[config.mk]
export PLATFORM = sky130hd
export DESIGN_NAME = doip_routing_session_tracker
export DESIGN_NICKNAME = d
export VERILOG_FILES = /design/src/rtl/drst_pkg.sv /design/src/rtl/doip_routing_session_tracker.sv /design/src/rtl/drst_ctrl.sv /design/src/rtl/drst_datapath.sv
export SDC_FILE = /design/constraint.sdc
export NUM_CORES = 2
export LEC_CHECK = 0
export ABC_AREA = 1
export BUFFER_PORTS_ARGS = -buffer_cell sky130_fd_sc_hd__buf_2
export CAP_MARGIN = 20
export CORE_ASPECT_RATIO = 1.25
export CORE_MARGIN = 1
export CORE_UTILIZATION = 42
export DETAILED_ROUTE_END_ITERATION = 8
export GPL_ROUTABILITY_DRIVEN = 0
export PLACE_DENSITY = 0.69
export SKIP_CTS_REPAIR_TIMING = 1
export SLEW_MARGIN = 20
export SYNTH_ARGS = -nofsm -noshare
export SYNTH_HDL_FRONTEND = slang
export SYNTH_SLANG_ARGS = --single-unit
[constraint.sdc]
create_clock -name clk -period 18.5 [get_ports clk]
set_clock_uncertainty 0.05 [all_clocks]
set_input_delay 0 -clock clk [delete_from_list [all_inputs] [get_ports clk]]
set_output_delay 0 -clock clk [all_outputs]
set_load 0.03 [all_outputs]
[src/rtl/drst_pkg.sv]
// ----------------------------------------------------------------------------
// drst_pkg
// shared types, codes and helpers of the routing session tracker
// ----------------------------------------------------------------------------
package drst_pkg;

	// sizing
	localparam int SESSIONS   = 16;
	localparam int COUNT_BITS = 32;
	localparam int OUT_BITS   = 32;
	localparam int IDX_W      = (SESSIONS > 1) ? $clog2(SESSIONS) : 1;

	typedef logic [IDX_W-1:0]      idx_t;
	typedef logic [COUNT_BITS-1:0] count_t;

	localparam count_t COUNT_ONE = count_t'(1);

	// message kinds
	localparam logic [2:0] OP_ROUTE_REQ  = 3'd0;
	localparam logic [2:0] OP_ROUTE_RESP = 3'd1;
	localparam logic [2:0] OP_DIAG_MSG   = 3'd2;
	localparam logic [2:0] OP_ACK_POS    = 3'd3;
	localparam logic [2:0] OP_ACK_NEG    = 3'd4;
	localparam logic [2:0] OP_ANNOUNCE   = 3'd5;
	localparam logic [2:0] OP_ALIVE_REQ  = 3'd6;

	// result status codes
	localparam logic [2:0] ST_OK         = 3'd0;
	localparam logic [2:0] ST_BAD_VER    = 3'd1;
	localparam logic [2:0] ST_TOO_SHORT  = 3'd2;
	localparam logic [2:0] ST_TABLE_FULL = 3'd3;
	localparam logic [2:0] ST_NO_MATCH   = 3'd4;

	// session link states
	localparam logic [2:0] LS_NONE       = 3'd0;
	localparam logic [2:0] LS_AWAIT_RESP = 3'd1;
	localparam logic [2:0] LS_AWAIT_CONF = 3'd2;
	localparam logic [2:0] LS_ACTIVE     = 3'd3;
	localparam logic [2:0] LS_FAILED     = 3'd4;

	// routing activation response codes
	localparam logic [7:0] CODE_ACTIVATED = 8'h10;
	localparam logic [7:0] CODE_CONFIRM   = 8'h11;

	// minimum payload lengths
	localparam logic [15:0] MIN_REQ_LEN  = 16'd7;
	localparam logic [15:0] MIN_RESP_LEN = 16'd9;
	localparam logic [15:0] MIN_DIAG_LEN = 16'd4;
	localparam logic [15:0] MIN_ACK_LEN  = 16'd5;
	localparam logic [15:0] MIN_ANN_LEN  = 16'd32;

	// statistics counter slots
	localparam int C_PACKET   = 0;
	localparam int C_REQUEST  = 1;
	localparam int C_RESPONSE = 2;
	localparam int C_DIAG     = 3;
	localparam int C_ALIVE    = 4;
	localparam int C_ANNOUNCE = 5;
	localparam int C_ERROR    = 6;
	localparam int N_COUNTERS = 7;

	typedef struct packed {
		logic [2:0]  op;
		logic [7:0]  version;
		logic [7:0]  inverse_version;
		logic [15:0] payload_len;
		logic [15:0] addr_first;
		logic [15:0] addr_second;
		logic [7:0]  code_byte;
	} msg_t;

	typedef struct packed {
		logic [2:0]          status;
		logic [2:0]          session_state;
		logic [OUT_BITS-1:0] diag_count;
		logic [OUT_BITS-1:0] packet_total;
		logic [OUT_BITS-1:0] request_total;
		logic [OUT_BITS-1:0] response_total;
		logic [OUT_BITS-1:0] diag_total;
		logic [OUT_BITS-1:0] alive_total;
		logic [OUT_BITS-1:0] announce_total;
		logic [OUT_BITS-1:0] error_total;
	} rpt_t;

	// controller to datapath commands
	typedef struct packed {
		logic load_in;
		logic lookup;
		logic commit;
	} cmd_t;

	function automatic count_t sat_inc(count_t v);
		return (v == '1) ? v : v + COUNT_ONE;
	endfunction

	function automatic logic [OUT_BITS-1:0] show(count_t v);
		return OUT_BITS'(v);
	endfunction

endpackage

[src/rtl/doip_routing_session_tracker.sv]
// ----------------------------------------------------------------------------
// doip_routing_session_tracker
// routing activation session table and message statistics for decoded messages
// ----------------------------------------------------------------------------
// usage
//   msg channel: one decoded message per item (msg_valid / msg_stall)
//   rpt channel: one result item per message (rpt_valid / rpt_stall)
//   an item moves at a rising edge with valid high and stall low
//   an accepted item is captured, then its lookup is registered, then the
//     commit loads the result register; a new item is taken only after the
//     commit (sequencer steps: capture, registered 16-way tester address
//     match, table and counter commit)
//   msg_stall is high while an item is in lookup or commit
//   a finished result sits in the output register; the next item is taken
//     meanwhile and waits in commit until the receiver drains the register
//   a stalled result holds its value until taken
//   reset clears the session valid bits and all statistics counters at
//     once; no clearing pass, the block takes items right after reset
//   counters saturate; the totals show the counts after each message
// ----------------------------------------------------------------------------
module doip_routing_session_tracker (
	input  logic           clk,
	input  logic           arst_n,
	input  logic           msg_valid,
	output logic           msg_stall,
	input  drst_pkg::msg_t msg,
	output logic           rpt_valid,
	input  logic           rpt_stall,
	output drst_pkg::rpt_t rpt
);
	import drst_pkg::*;

	// commands from sequencer to datapath
	cmd_t cmd;

	// sequencer: owns the handshakes and the output valid
	drst_ctrl u_ctrl (
		.clk       (clk),
		.arst_n    (arst_n),
		.msg_valid (msg_valid),
		.msg_stall (msg_stall),
		.rpt_valid (rpt_valid),
		.rpt_stall (rpt_stall),
		.cmd       (cmd)
	);

	// datapath: session table, counters, result register
	drst_datapath u_dp (
		.clk    (clk),
		.arst_n (arst_n),
		.cmd    (cmd),
		.msg    (msg),
		.rpt    (rpt)
	);

`ifndef SYNTH
	// an accepted item keeps the input side busy in the next cycle
	a_busy_after_accept: assert property (@(posedge clk) disable iff (!arst_n)
		msg_valid && !msg_stall |=> msg_stall)
		else $error("input not stalled after accept");

	// a new result only appears after a commit
	a_rise_needs_commit: assert property (@(posedge clk) disable iff (!arst_n)
		$rose(rpt_valid) |-> $past(cmd.commit))
		else $error("result valid without commit");

	// a message that touches no session reports no session
	a_untouched_empty: assert property (@(posedge clk) disable iff (!arst_n)
		rpt_valid && (rpt.status == ST_BAD_VER || rpt.status == ST_TABLE_FULL ||
		rpt.status == ST_NO_MATCH || rpt.status == ST_TOO_SHORT) |->
		rpt.session_state == LS_NONE && rpt.diag_count == '0)
		else $error("session fields set for untouched session");

	// commit never happens while a held result is still stalled
	a_no_overwrite: assert property (@(posedge clk) disable iff (!arst_n)
		rpt_valid && rpt_stall |-> !cmd.commit)
		else $error("result overwritten while stalled");
`endif

endmodule

[src/rtl/drst_ctrl.sv]
// ----------------------------------------------------------------------------
// drst_ctrl
// sequencer: accept, address lookup, commit and result handoff
// ----------------------------------------------------------------------------
module drst_ctrl (
	input  logic          clk,
	input  logic          arst_n,
	input  logic          msg_valid,
	output logic          msg_stall,
	output logic          rpt_valid,
	input  logic          rpt_stall,
	output drst_pkg::cmd_t cmd
);
	import drst_pkg::*;

	typedef enum logic [1:0] {
		S_IDLE,
		S_LOOKUP,
		S_COMMIT
	} state_t;

	state_t state_q;
	logic   rpt_valid_q;
	logic   out_free;

	// output register can take a new item when empty or drained this cycle
	assign out_free = !rpt_valid_q || !rpt_stall;

	assign msg_stall   = (state_q != S_IDLE);
	assign rpt_valid   = rpt_valid_q;
	assign cmd.load_in = (state_q == S_IDLE) && msg_valid;
	assign cmd.lookup  = (state_q == S_LOOKUP);
	assign cmd.commit  = (state_q == S_COMMIT) && out_free;

	always_ff @(posedge clk or negedge arst_n) begin
		if (!arst_n) begin
			state_q     <= S_IDLE;
			rpt_valid_q <= 1'b0;
		end else begin
			if (cmd.commit) begin
				rpt_valid_q <= 1'b1;
			end else if (rpt_valid_q && !rpt_stall) begin
				rpt_valid_q <= 1'b0;
			end
			unique case (state_q)
				S_IDLE: begin
					if (msg_valid) begin
						state_q <= S_LOOKUP;
					end
				end
				S_LOOKUP: begin
					state_q <= S_COMMIT;
				end
				S_COMMIT: begin
					if (out_free) begin
						state_q <= S_IDLE;
					end
				end
				default: begin
					state_q <= S_IDLE;
				end
			endcase
		end
	end

endmodule

[src/rtl/drst_datapath.sv]
// ----------------------------------------------------------------------------
// drst_datapath
// session table, address match, statistics counters and result register
// ----------------------------------------------------------------------------
module drst_datapath (
	input  logic           clk,
	input  logic           arst_n,
	input  drst_pkg::cmd_t cmd,
	input  drst_pkg::msg_t msg,
	output drst_pkg::rpt_t rpt
);
	import drst_pkg::*;

	// captured item and registered lookup
	msg_t msg_s1;
	logic hit_s2;
	idx_t hit_idx_s2;
	logic free_ok_s2;
	idx_t free_idx_s2;

	// session table
	logic [SESSIONS-1:0] valid_q;
	logic [15:0]         tester_q [SESSIONS];
	logic [15:0]         gateway_q [SESSIONS];
	logic [2:0]          link_q [SESSIONS];
	logic [7:0]          code_q [SESSIONS];
	logic                seen_q [SESSIONS];
	count_t              diag_q [SESSIONS];

	count_t cnt_q [N_COUNTERS];
	count_t cnt_nx [N_COUNTERS];
	rpt_t   rpt_q;

	logic [SESSIONS-1:0] hit_v;
	idx_t                hit_idx;
	idx_t                free_idx;

	logic [N_COUNTERS-1:0] bump;
	logic [2:0]            status_d;
	logic                  touch;
	logic                  wr_new;
	logic                  wr_resp;
	logic                  ver_ok;
	idx_t                  tidx;
	logic [2:0]            link_nx;
	count_t                diag_nx;

	// parallel address match, lowest index wins
	always_comb begin
		hit_v    = '0;
		hit_idx  = '0;
		free_idx = '0;
		for (int i = 0; i < SESSIONS; i++) begin
			hit_v[i] = valid_q[i] && (tester_q[i] == msg_s1.addr_first);
		end
		for (int i = SESSIONS - 1; i >= 0; i--) begin
			if (hit_v[i]) begin
				hit_idx = idx_t'(i);
			end
			if (!valid_q[i]) begin
				free_idx = idx_t'(i);
			end
		end
	end

	assign ver_ok = (~msg_s1.version == msg_s1.inverse_version);
	assign tidx   = hit_s2 ? hit_idx_s2 : free_idx_s2;

	// commit decision
	always_comb begin
		bump           = '0;
		bump[C_PACKET] = 1'b1;
		status_d       = ST_OK;
		touch          = 1'b0;
		wr_new         = 1'b0;
		wr_resp        = 1'b0;
		link_nx        = link_q[tidx];
		diag_nx        = diag_q[tidx];
		if (!ver_ok) begin
			bump[C_ERROR] = 1'b1;
			status_d      = ST_BAD_VER;
		end else begin
			unique case (msg_s1.op)
				OP_ROUTE_REQ: begin
					bump[C_REQUEST] = 1'b1;
					if (msg_s1.payload_len < MIN_REQ_LEN) begin
						bump[C_ERROR] = 1'b1;
						status_d      = ST_TOO_SHORT;
					end else if (hit_s2 || free_ok_s2) begin
						touch   = 1'b1;
						wr_new  = !hit_s2;
						link_nx = LS_AWAIT_RESP;
						if (!hit_s2) begin
							diag_nx = '0;
						end
					end else begin
						status_d = ST_TABLE_FULL;
					end
				end
				OP_ROUTE_RESP: begin
					bump[C_RESPONSE] = 1'b1;
					if (msg_s1.payload_len < MIN_RESP_LEN) begin
						bump[C_ERROR] = 1'b1;
						status_d      = ST_TOO_SHORT;
					end else if (hit_s2) begin
						touch   = 1'b1;
						wr_resp = 1'b1;
						priority if (msg_s1.code_byte == CODE_ACTIVATED) begin
							link_nx = LS_ACTIVE;
						end else if (msg_s1.code_byte == CODE_CONFIRM) begin
							link_nx = LS_AWAIT_CONF;
						end else begin
							link_nx = LS_FAILED;
						end
					end else begin
						status_d = ST_NO_MATCH;
					end
				end
				OP_DIAG_MSG: begin
					bump[C_DIAG] = 1'b1;
					if (msg_s1.payload_len < MIN_DIAG_LEN) begin
						bump[C_ERROR] = 1'b1;
						status_d      = ST_TOO_SHORT;
					end else if (hit_s2) begin
						touch   = 1'b1;
						diag_nx = sat_inc(diag_q[tidx]);
					end else begin
						status_d = ST_NO_MATCH;
					end
				end
				OP_ACK_POS, OP_ACK_NEG: begin
					if (msg_s1.payload_len < MIN_ACK_LEN) begin
						status_d = ST_TOO_SHORT;
					end
				end
				OP_ANNOUNCE: begin
					bump[C_ANNOUNCE] = 1'b1;
					if (msg_s1.payload_len < MIN_ANN_LEN) begin
						bump[C_ERROR] = 1'b1;
						status_d      = ST_TOO_SHORT;
					end
				end
				OP_ALIVE_REQ: begin
					bump[C_ALIVE] = 1'b1;
				end
				default: begin
				end
			endcase
		end
	end

	always_comb begin
		for (int k = 0; k < N_COUNTERS; k++) begin
			cnt_nx[k] = bump[k] ? sat_inc(cnt_q[k]) : cnt_q[k];
		end
	end

	// control state: valid bits and statistics
	always_ff @(posedge clk or negedge arst_n) begin
		if (!arst_n) begin
			valid_q <= '0;
			for (int k = 0; k < N_COUNTERS; k++) begin
				cnt_q[k] <= '0;
			end
		end else if (cmd.commit) begin
			if (wr_new) begin
				valid_q[tidx] <= 1'b1;
			end
			for (int k = 0; k < N_COUNTERS; k++) begin
				cnt_q[k] <= cnt_nx[k];
			end
		end
	end

	// payload registers
	always_ff @(posedge clk) begin
		if (cmd.load_in) begin
			msg_s1 <= msg;
		end
		if (cmd.lookup) begin
			hit_s2      <= |hit_v;
			hit_idx_s2  <= hit_idx;
			free_ok_s2  <= ~&valid_q;
			free_idx_s2 <= free_idx;
		end
		if (cmd.commit) begin
			if (touch) begin
				link_q[tidx] <= link_nx;
				diag_q[tidx] <= diag_nx;
			end
			if (wr_new) begin
				tester_q[tidx]  <= msg_s1.addr_first;
				gateway_q[tidx] <= '0;
				code_q[tidx]    <= '0;
				seen_q[tidx]    <= 1'b0;
			end
			if (wr_resp) begin
				gateway_q[tidx] <= msg_s1.addr_second;
				code_q[tidx]    <= msg_s1.code_byte;
				seen_q[tidx]    <= 1'b1;
			end
			rpt_q.status         <= status_d;
			rpt_q.session_state  <= touch ? link_nx : LS_NONE;
			rpt_q.diag_count     <= touch ? show(diag_nx) : '0;
			rpt_q.packet_total   <= show(cnt_nx[C_PACKET]);
			rpt_q.request_total  <= show(cnt_nx[C_REQUEST]);
			rpt_q.response_total <= show(cnt_nx[C_RESPONSE]);
			rpt_q.diag_total     <= show(cnt_nx[C_DIAG]);
			rpt_q.alive_total    <= show(cnt_nx[C_ALIVE]);
			rpt_q.announce_total <= show(cnt_nx[C_ANNOUNCE]);
			rpt_q.error_total    <= show(cnt_nx[C_ERROR]);
		end
	end

	assign rpt = rpt_q;

endmodule

# [After elaboration in Yosys (flattened, before gate mapping)]
# Memories as Yosys holds them, arrays and structs flattened.
# Index checks and enable logic that the tools add are counted.
[totals] ff_bits=574 ramBits=816 in_bits=79 out_inout_bits=264 word_cells=238 mem_count=3
[memory_table] memory="u_dp.diag_q" words=16 word_bits=32 read_ports=1 rd_clocked_by_memory_dff=0 write_ports=1 line="drst_datapath.sv:28" text="count_t diag_q [SESSIONS];"
[memory_table] memory="u_dp.tester_q" words=16 word_bits=16 read_ports=16 rd_clocked_by_memory_dff=0 write_ports=1 line="drst_datapath.sv:23" text="logic [15:0] tester_q [SESSIONS];"
[memory_table] memory="u_dp.link_q" words=16 word_bits=3 read_ports=1 rd_clocked_by_memory_dff=0 write_ports=1 line="drst_datapath.sv:25" text="logic [2:0] link_q [SESSIONS];"
[classes] addsub=8 magnitude_cmp=7 n_eq_ne=37 mux=104 bitwise_logic=2 reduce_logical=41
[ops] cell="32-bit two-way mux" count=20
[ops] cell="32-bit by 1-bit adder with 32-bit output, second input constant" count=8
[ops] cell="16-bit equality test" count=16
[ops] cell="32-bit equality test, second input constant" count=8
[ops] cell="4-bit two-way mux" count=17
[ops] cell="32-bit case mux with 2 select lines" count=1
[ops] cell="3-bit two-way mux" count=19
[ops] cell="16-bit by 3-bit less-than comparator with 1-bit output, second input constant" count=3
[ops] cell="1-bit two-way mux" count=31
[ops] cell="1-bit logical AND" count=20
[ops] cell="2-bit two-way mux" count=9
[ops] cell="8-bit by 5-bit equality test with 1-bit output, second input constant" count=2
[ops] cell="16-bit by 4-bit less-than comparator with 1-bit output, second input constant" count=1
[ops] cell="16-bit by 6-bit less-than comparator with 1-bit output, second input constant" count=1
[ops] cell="16-bit OR" count=1
[ops] cell="16-bit AND reduction" count=1
[ops] cell="16-bit OR reduction" count=1
[ops] cell="3-bit case mux with 5 select lines" count=1
[ops] cell="3-bit equality test, second input constant" count=3
[ops] cell="8-bit equality test" count=1
[ops] cell="8-bit inverter" count=1
[ops] cell="8-bit AND reduction" count=1
[ops] cell="8-bit OR reduction" count=1
[ops] cell="3-bit by 2-bit equality test with 1-bit output, second input constant" count=2
[ops] cell="other kinds (22)" count=30

# [Depth between registers and ports, before layout]
# An unclocked memory read counts as a cell.
[depth] depth_word=18 mapped_depth=27 mapped_depth_nobuf=25

# [Hierarchy]
# From an unflattened synthesis, not the netlist that was laid out.
[hier_totals] hier_cells=6097 area_unflattened_um2=62337.3
[by_module_without_submodules] module="drst_datapath" n_inst=1 cells_each=6078 area_per_inst_um2=62199.7 seq_area_each_um2=40448.8
[by_module_without_submodules] module="drst_ctrl" n_inst=1 cells_each=19 area_per_inst_um2=137.6 seq_area_each_um2=75.1

# [Worst setup path after synthesis]
# Ideal clock, no wire load.
[synth_timing] kind="register -> register" start="reg u_ctrl.rpt_valid_q, in the netlist u_ctrl.rpt_valid" end="reg u_dp.rpt_q (netlist bit u_dp.rpt[0]), enable pin" setup_ps=729 arrival_ps=8361 t_required_ps=17721 path_slack_ps=9360 stages_incl_launch_ff=6 path_buffers=2 synth_period_minus_slack_ps=9140 path_cell_list="dfrtp_1 > nand2_1 > nand2_1 > clkinv_1 > clkbuf_1 > clkbuf_1"
[synth_lines] element="from (decl)" line="drst_ctrl.sv:23" text="logic rpt_valid_q;"
[synth_lines] element="from (signal assigned)" line="drst_ctrl.sv:38" text="rpt_valid_q <= 1'b0;"
[synth_lines] element="from (signal assigned)" line="drst_ctrl.sv:41" text="rpt_valid_q <= 1'b1;"
[synth_lines] element="from (signal assigned)" line="drst_ctrl.sv:43" text="rpt_valid_q <= 1'b0;"
[synth_lines] element="to (decl)" line="drst_datapath.sv:32" text="rpt_t rpt_q;"

# [Final worst setup path]
[layout_timing] start="reg u_dp.hit_s2" end="mem u_dp.diag_q[10][18] (netlist name), data pin"
[layout_via] elab_chain_len=8 elab_cells_between_ends=13 classes_between="add/sub: 1; eq/ne: 1; mux: 9; reduce/logical: 1; memory: 1"
[layout_rtl] element="from (decl)" line="drst_datapath.sv:16" text="logic hit_s2;"
[layout_rtl] element="from (signal assigned)" line="drst_datapath.sv:181" text="hit_s2 <= |hit_v;"
[layout_rtl] element="4-bit two-way mux" line="drst_datapath.sv:67" text="assign tidx = hit_s2 ? hit_idx_s2 : free_idx_s2;"
[layout_rtl] element="memory read 16 x 32 bit"
[layout_rtl] element="32-bit by 1-bit adder with 32-bit output or 32-bit equality test (tied branches)" line="drst_pkg.sv:93" text="return (v == '1) ? v : v + COUNT_ONE;"
[layout_rtl] element="32-bit two-way mux" line="drst_pkg.sv:93"
[layout_rtl] element="32-bit two-way mux" line="drst_datapath.sv:124" text="end else if (hit_s2) begin"
[layout_rtl] element="32-bit two-way mux" line="drst_datapath.sv:121" text="if (msg_s1.payload_len < MIN_DIAG_LEN) begin"
[layout_rtl] element="32-bit case mux with 2 select lines" line="drst_datapath.sv:83" text="unique case (msg_s1.op)"
[layout_rtl] element="32-bit two-way mux *" line="drst_datapath.sv:79" text="if (!ver_ok) begin"
[layout_rtl] element="named net u_dp.diag_nx[18]" line="drst_datapath.sv:46" text="count_t diag_nx;"
[layout_rtl] element="to (decl)" line="drst_datapath.sv:28"
# Mark *: on every way through the listed nets, which the timed path passes. The rest lies on a longest branch.

==> summary.md <==
| Metric | Value |
|---|---|
| Pins Over Slew Limit | 0 |
| Post-synth EDFFs | 1147 |
| IO Count | around 340 |
| Residual DRC count | 0 |
| WP data arrival | slightly below 7 ns |
| Critical path's most frequent cell | nand2_1 |
| Gr usage total | 21.2% |
| Setup Crit Path Kind | reg2reg |
| Final hold violation count | 0 |
| Dpl cells | 8524 |
| Setup crit start kind | flip-flop |
| Clock buffer count from CTS | 142 |
| Place WS | about 12 ns |
| Layout cell share with drive strength beyond 1 | between 10% and 20% |
| # diodes | 0 |
| Register area share after synthesis | 64.1% |
| Fmax | 155 MHz |
| Clk buf depth | 3 |
| Clk pin slew, worst setup/hold paths | 0.06 ns |
| Fin crit share | 35.0% |
| Clock root buffer | clkbuf_16 |
| Final hold slack | 0.00366 ns |
| Crit path max fanout | 126 |
| Die footprint | around 150000 µm² |
| Pleak | just over 30 nW |
| Drt wl/cell | 18.6 µm |
| Share of the synthesized area in the top cell type | between 50 and 60% |
| Max-cap viol count | 0 |
| Synth Cell Area | about 63000 µm² |
| Worst-Skew Late Latency | 0.79 ns |
| Slowest CP cell | edfxtp_1 |
| Slew HR | 26.0% |
| Vias in the first global route | 43179 |
| Final #Nets | slightly below 7000 |
| RSZ-0062 raised after global routing | false |
| Drt first pass iters | 6 |
| Largest net degree at the start of global routing | about 240 |
| Distinct cells, synth | 57 |
| Worst path cell trace | nand2_4 -> nand2_8 -> buf_4 -> nand2_1 -> nand2_1 -> nand2_1 -> nand2_1 -> nand2_1 -> nand2_1 -> inv_2 -> nand2_2 -> ha_1 -> nand2_1 -> nor2_1 -> nand2_2 -> nor2_2 -> nand3_4 -> nand2_1 -> a21oi_1 -> a31oi_1 -> inv_1 |
| Yosys reg bits | 1390 |
| # clock sinks | 1390 |
| Status | completed |
| TNS Setup | 0 ns |
| Data required time at the worst endpoint | 18.87 ns |
| Fin cells | 8910 |
| FP Rows | 158 |
| Number of synthesis warnings | 0 |
| Via Count | 45676 |
| HP Class | in2reg |
| Initial antenna violation count | 1 |
| Overflow after GRT | 0 |
| Dpl hpwl | 101 mm |
| Final Setup Violations | 0 |
| Tmin final | 6.47 ns |
| Core Region | roughly 150000 µm² |
| Post-synth top area cell | edfxtp_1 |
| Via density per instance | 5.13 |
| Area Overhead vs Synth | 15.4% |
| Horiz. Die Dim | 349 µm |
| CTS tree | done |
| Worst Tran Pin Value | 1.11 ns |
| Syn_area_per_cell | around 10 µm² |
| Worst vdd ir | 106 µV |
| CP peak stage delay | roughly 0.95 ns |
| Async set-reset flop share out of synthesis | 17.5% |
| Post-Route WL | 166 mm |
| PD cells | 118 nW/µm² |
| Net Count, Synth | 6415 |
| Post-synthesis cell count | approximately 6300 |
| Die height | 436 µm |
| H-tree depth | 4 |
| Critical path endpoint category | flip-flop |
| Worst setup margin | 12.03 ns |
| Antenna Violating Nets Remaining | 0 |
| Initial core utilization | 42.5% |
| DR iter-0 viols | around 4200 |
| Post-synth top flop | edfxtp_1 |
| IO buf count | around 330 |
| Synth top area cells | edfxtp_1 (54%), nand2_1 (13%), dfrtp_1 (9.6%), inv_1 (4.5%), xor2_1 (3.5%) |
| First-pass GRT wire length | 247 mm |
final timing paths:
check | startpoint | end | slack (ns) | cells past startpoint
worst max-delay path | u_dp.hit_s2 | u_dp.diag_q[10][18] | 12.03 | 21
worst min-delay path | rpt_stall | u_ctrl.rpt_valid | 0.004 | 4
worst max register to register | u_dp.hit_s2 | u_dp.diag_q[10][18] | 12.03 | 21
worst min register to register | u_dp.cnt_q[132] | u_dp.cnt_q[132] | 0.48 | 2
max in group asynchronous | arst_n | u_dp.cnt_q[58] | 17.10 | 4
min in group asynchronous | arst_n | u_dp.valid_q[11] | 0.17 | 3
cell type report:
class                      instances  area [µm²]
tap                             2000        2500
clock buffer                     184        3870
clock inverter                    78         776
fill                           13106       75900
sequential                      1390       40500
multi-input combinational       3941       18800
inverter                         786        2970
timing repair buffer             531        3550
critical path, delay by kind of cell, from the launching register on:
| kind | cells | cell delay (ns) |
|---|---|---|
| flip-flops | 1 | 0.95 |
| buffers and inverters | 3 | 1.30 |
| AO/OA/AOI/OAI | 2 | 0.48 |
| adder cells (fa/ha/maj) | 1 | 0.24 |
| AND/OR/NAND/NOR | 15 | 2.94 |
per-layer routing:
metal	vias up	routed length [µm]	global-route usage, %
li1	21730	-	-
met1	21879	65800	26.5
met2	1709	81800	36.0
met3	358	10700	2.97
met4	0	7510	10.2
met5	-	0	0
per-stage QoR:
step | utilization [%] | total power [mW] | cell area, µm²
floorplan | - | 5.29 | 63200
global placement | 45.0 | 5.77 | 67000
detailed placement | 45.1 | 5.82 | 67100
CTS | 48.2 | 8.67 | 71700
global route | 49.0 | 9.01 | 73000
finish | 49.0 | 8.65 | 73000
cells in the final DEF (no fill, tap or decap), types with 28 or more instances in the layout:
cell type and n:
nor4_1 58, clkinv_1 30, inv_1 765, dlygate4sd3_1 122, nand4_1 97, buf_4 79
edfxtp_1 1147, nor2_1 347, clkbuf_16 147, nand2_1 2177, dfrtp_1 243, nor3_1 116
clkbuf_1 32, o22ai_1 44, o21ai_0 307, or2_2 43, a21oi_1 56, buf_2 325
o21ai_1 28, nor2_2 31, nand3_1 127, xor2_1 255, a22oi_1 29
cell families (layout without fill, tap and decap cells):
kind of cell	after synthesis	count (layout)	share of synthesized area (%)
buffers and inverters	997	1579	6.49
adder cells (fa/ha/maj)	8	8	0.158
flip-flops	1390	1390	64.1
AO/OA/AOI/OAI	575	575	5.34
AND/OR/NAND/NOR	3078	3078	20.1
XOR/XNOR	280	280	3.88
cell usage after synthesis, types with 14 or more instances:
library cell and instances:
a21boi_0 14, a21oi_1 57, a221oi_1 24, a22oi_1 29, buf_1 15, buf_2 50
buf_6 34, clkbuf_1 102, dfrtp_1 243, edfxtp_1 1147, inv_1 765, nand2_1 2178
nand2_2 14, nand3_1 127, nand3b_1 25, nand4_1 97, nor2_1 373, nor2_2 26
nor3_1 116, nor4_1 58, o2111ai_1 16, o21ai_0 307, o21ai_1 28, o22ai_1 44
or2_2 43, xnor2_1 25, xor2_1 255
flip-flops by register name, summed over array words and instances (netlist names), 2 cells and up:
signal	count
u_dp.valid_q	16
u_dp.cnt_q	224
u_dp.diag_q	512
u_dp.link_q	48
u_dp.tester_q	256
u_dp.msg_s1	59
u_dp.free_idx_s2	4
u_ctrl.state_q	2
u_dp.rpt	262
u_dp.hit_idx_s2	4
where the power goes:
group	total (mW)	switching [mW]	internal, mW
sequential	4.04	0.157	3.88
combinational	1.75	1.34	0.414
clock	2.86	1.22	1.64
total	8.65	2.72	5.93
No activity file was read; power rests on OpenSTA's default activity.
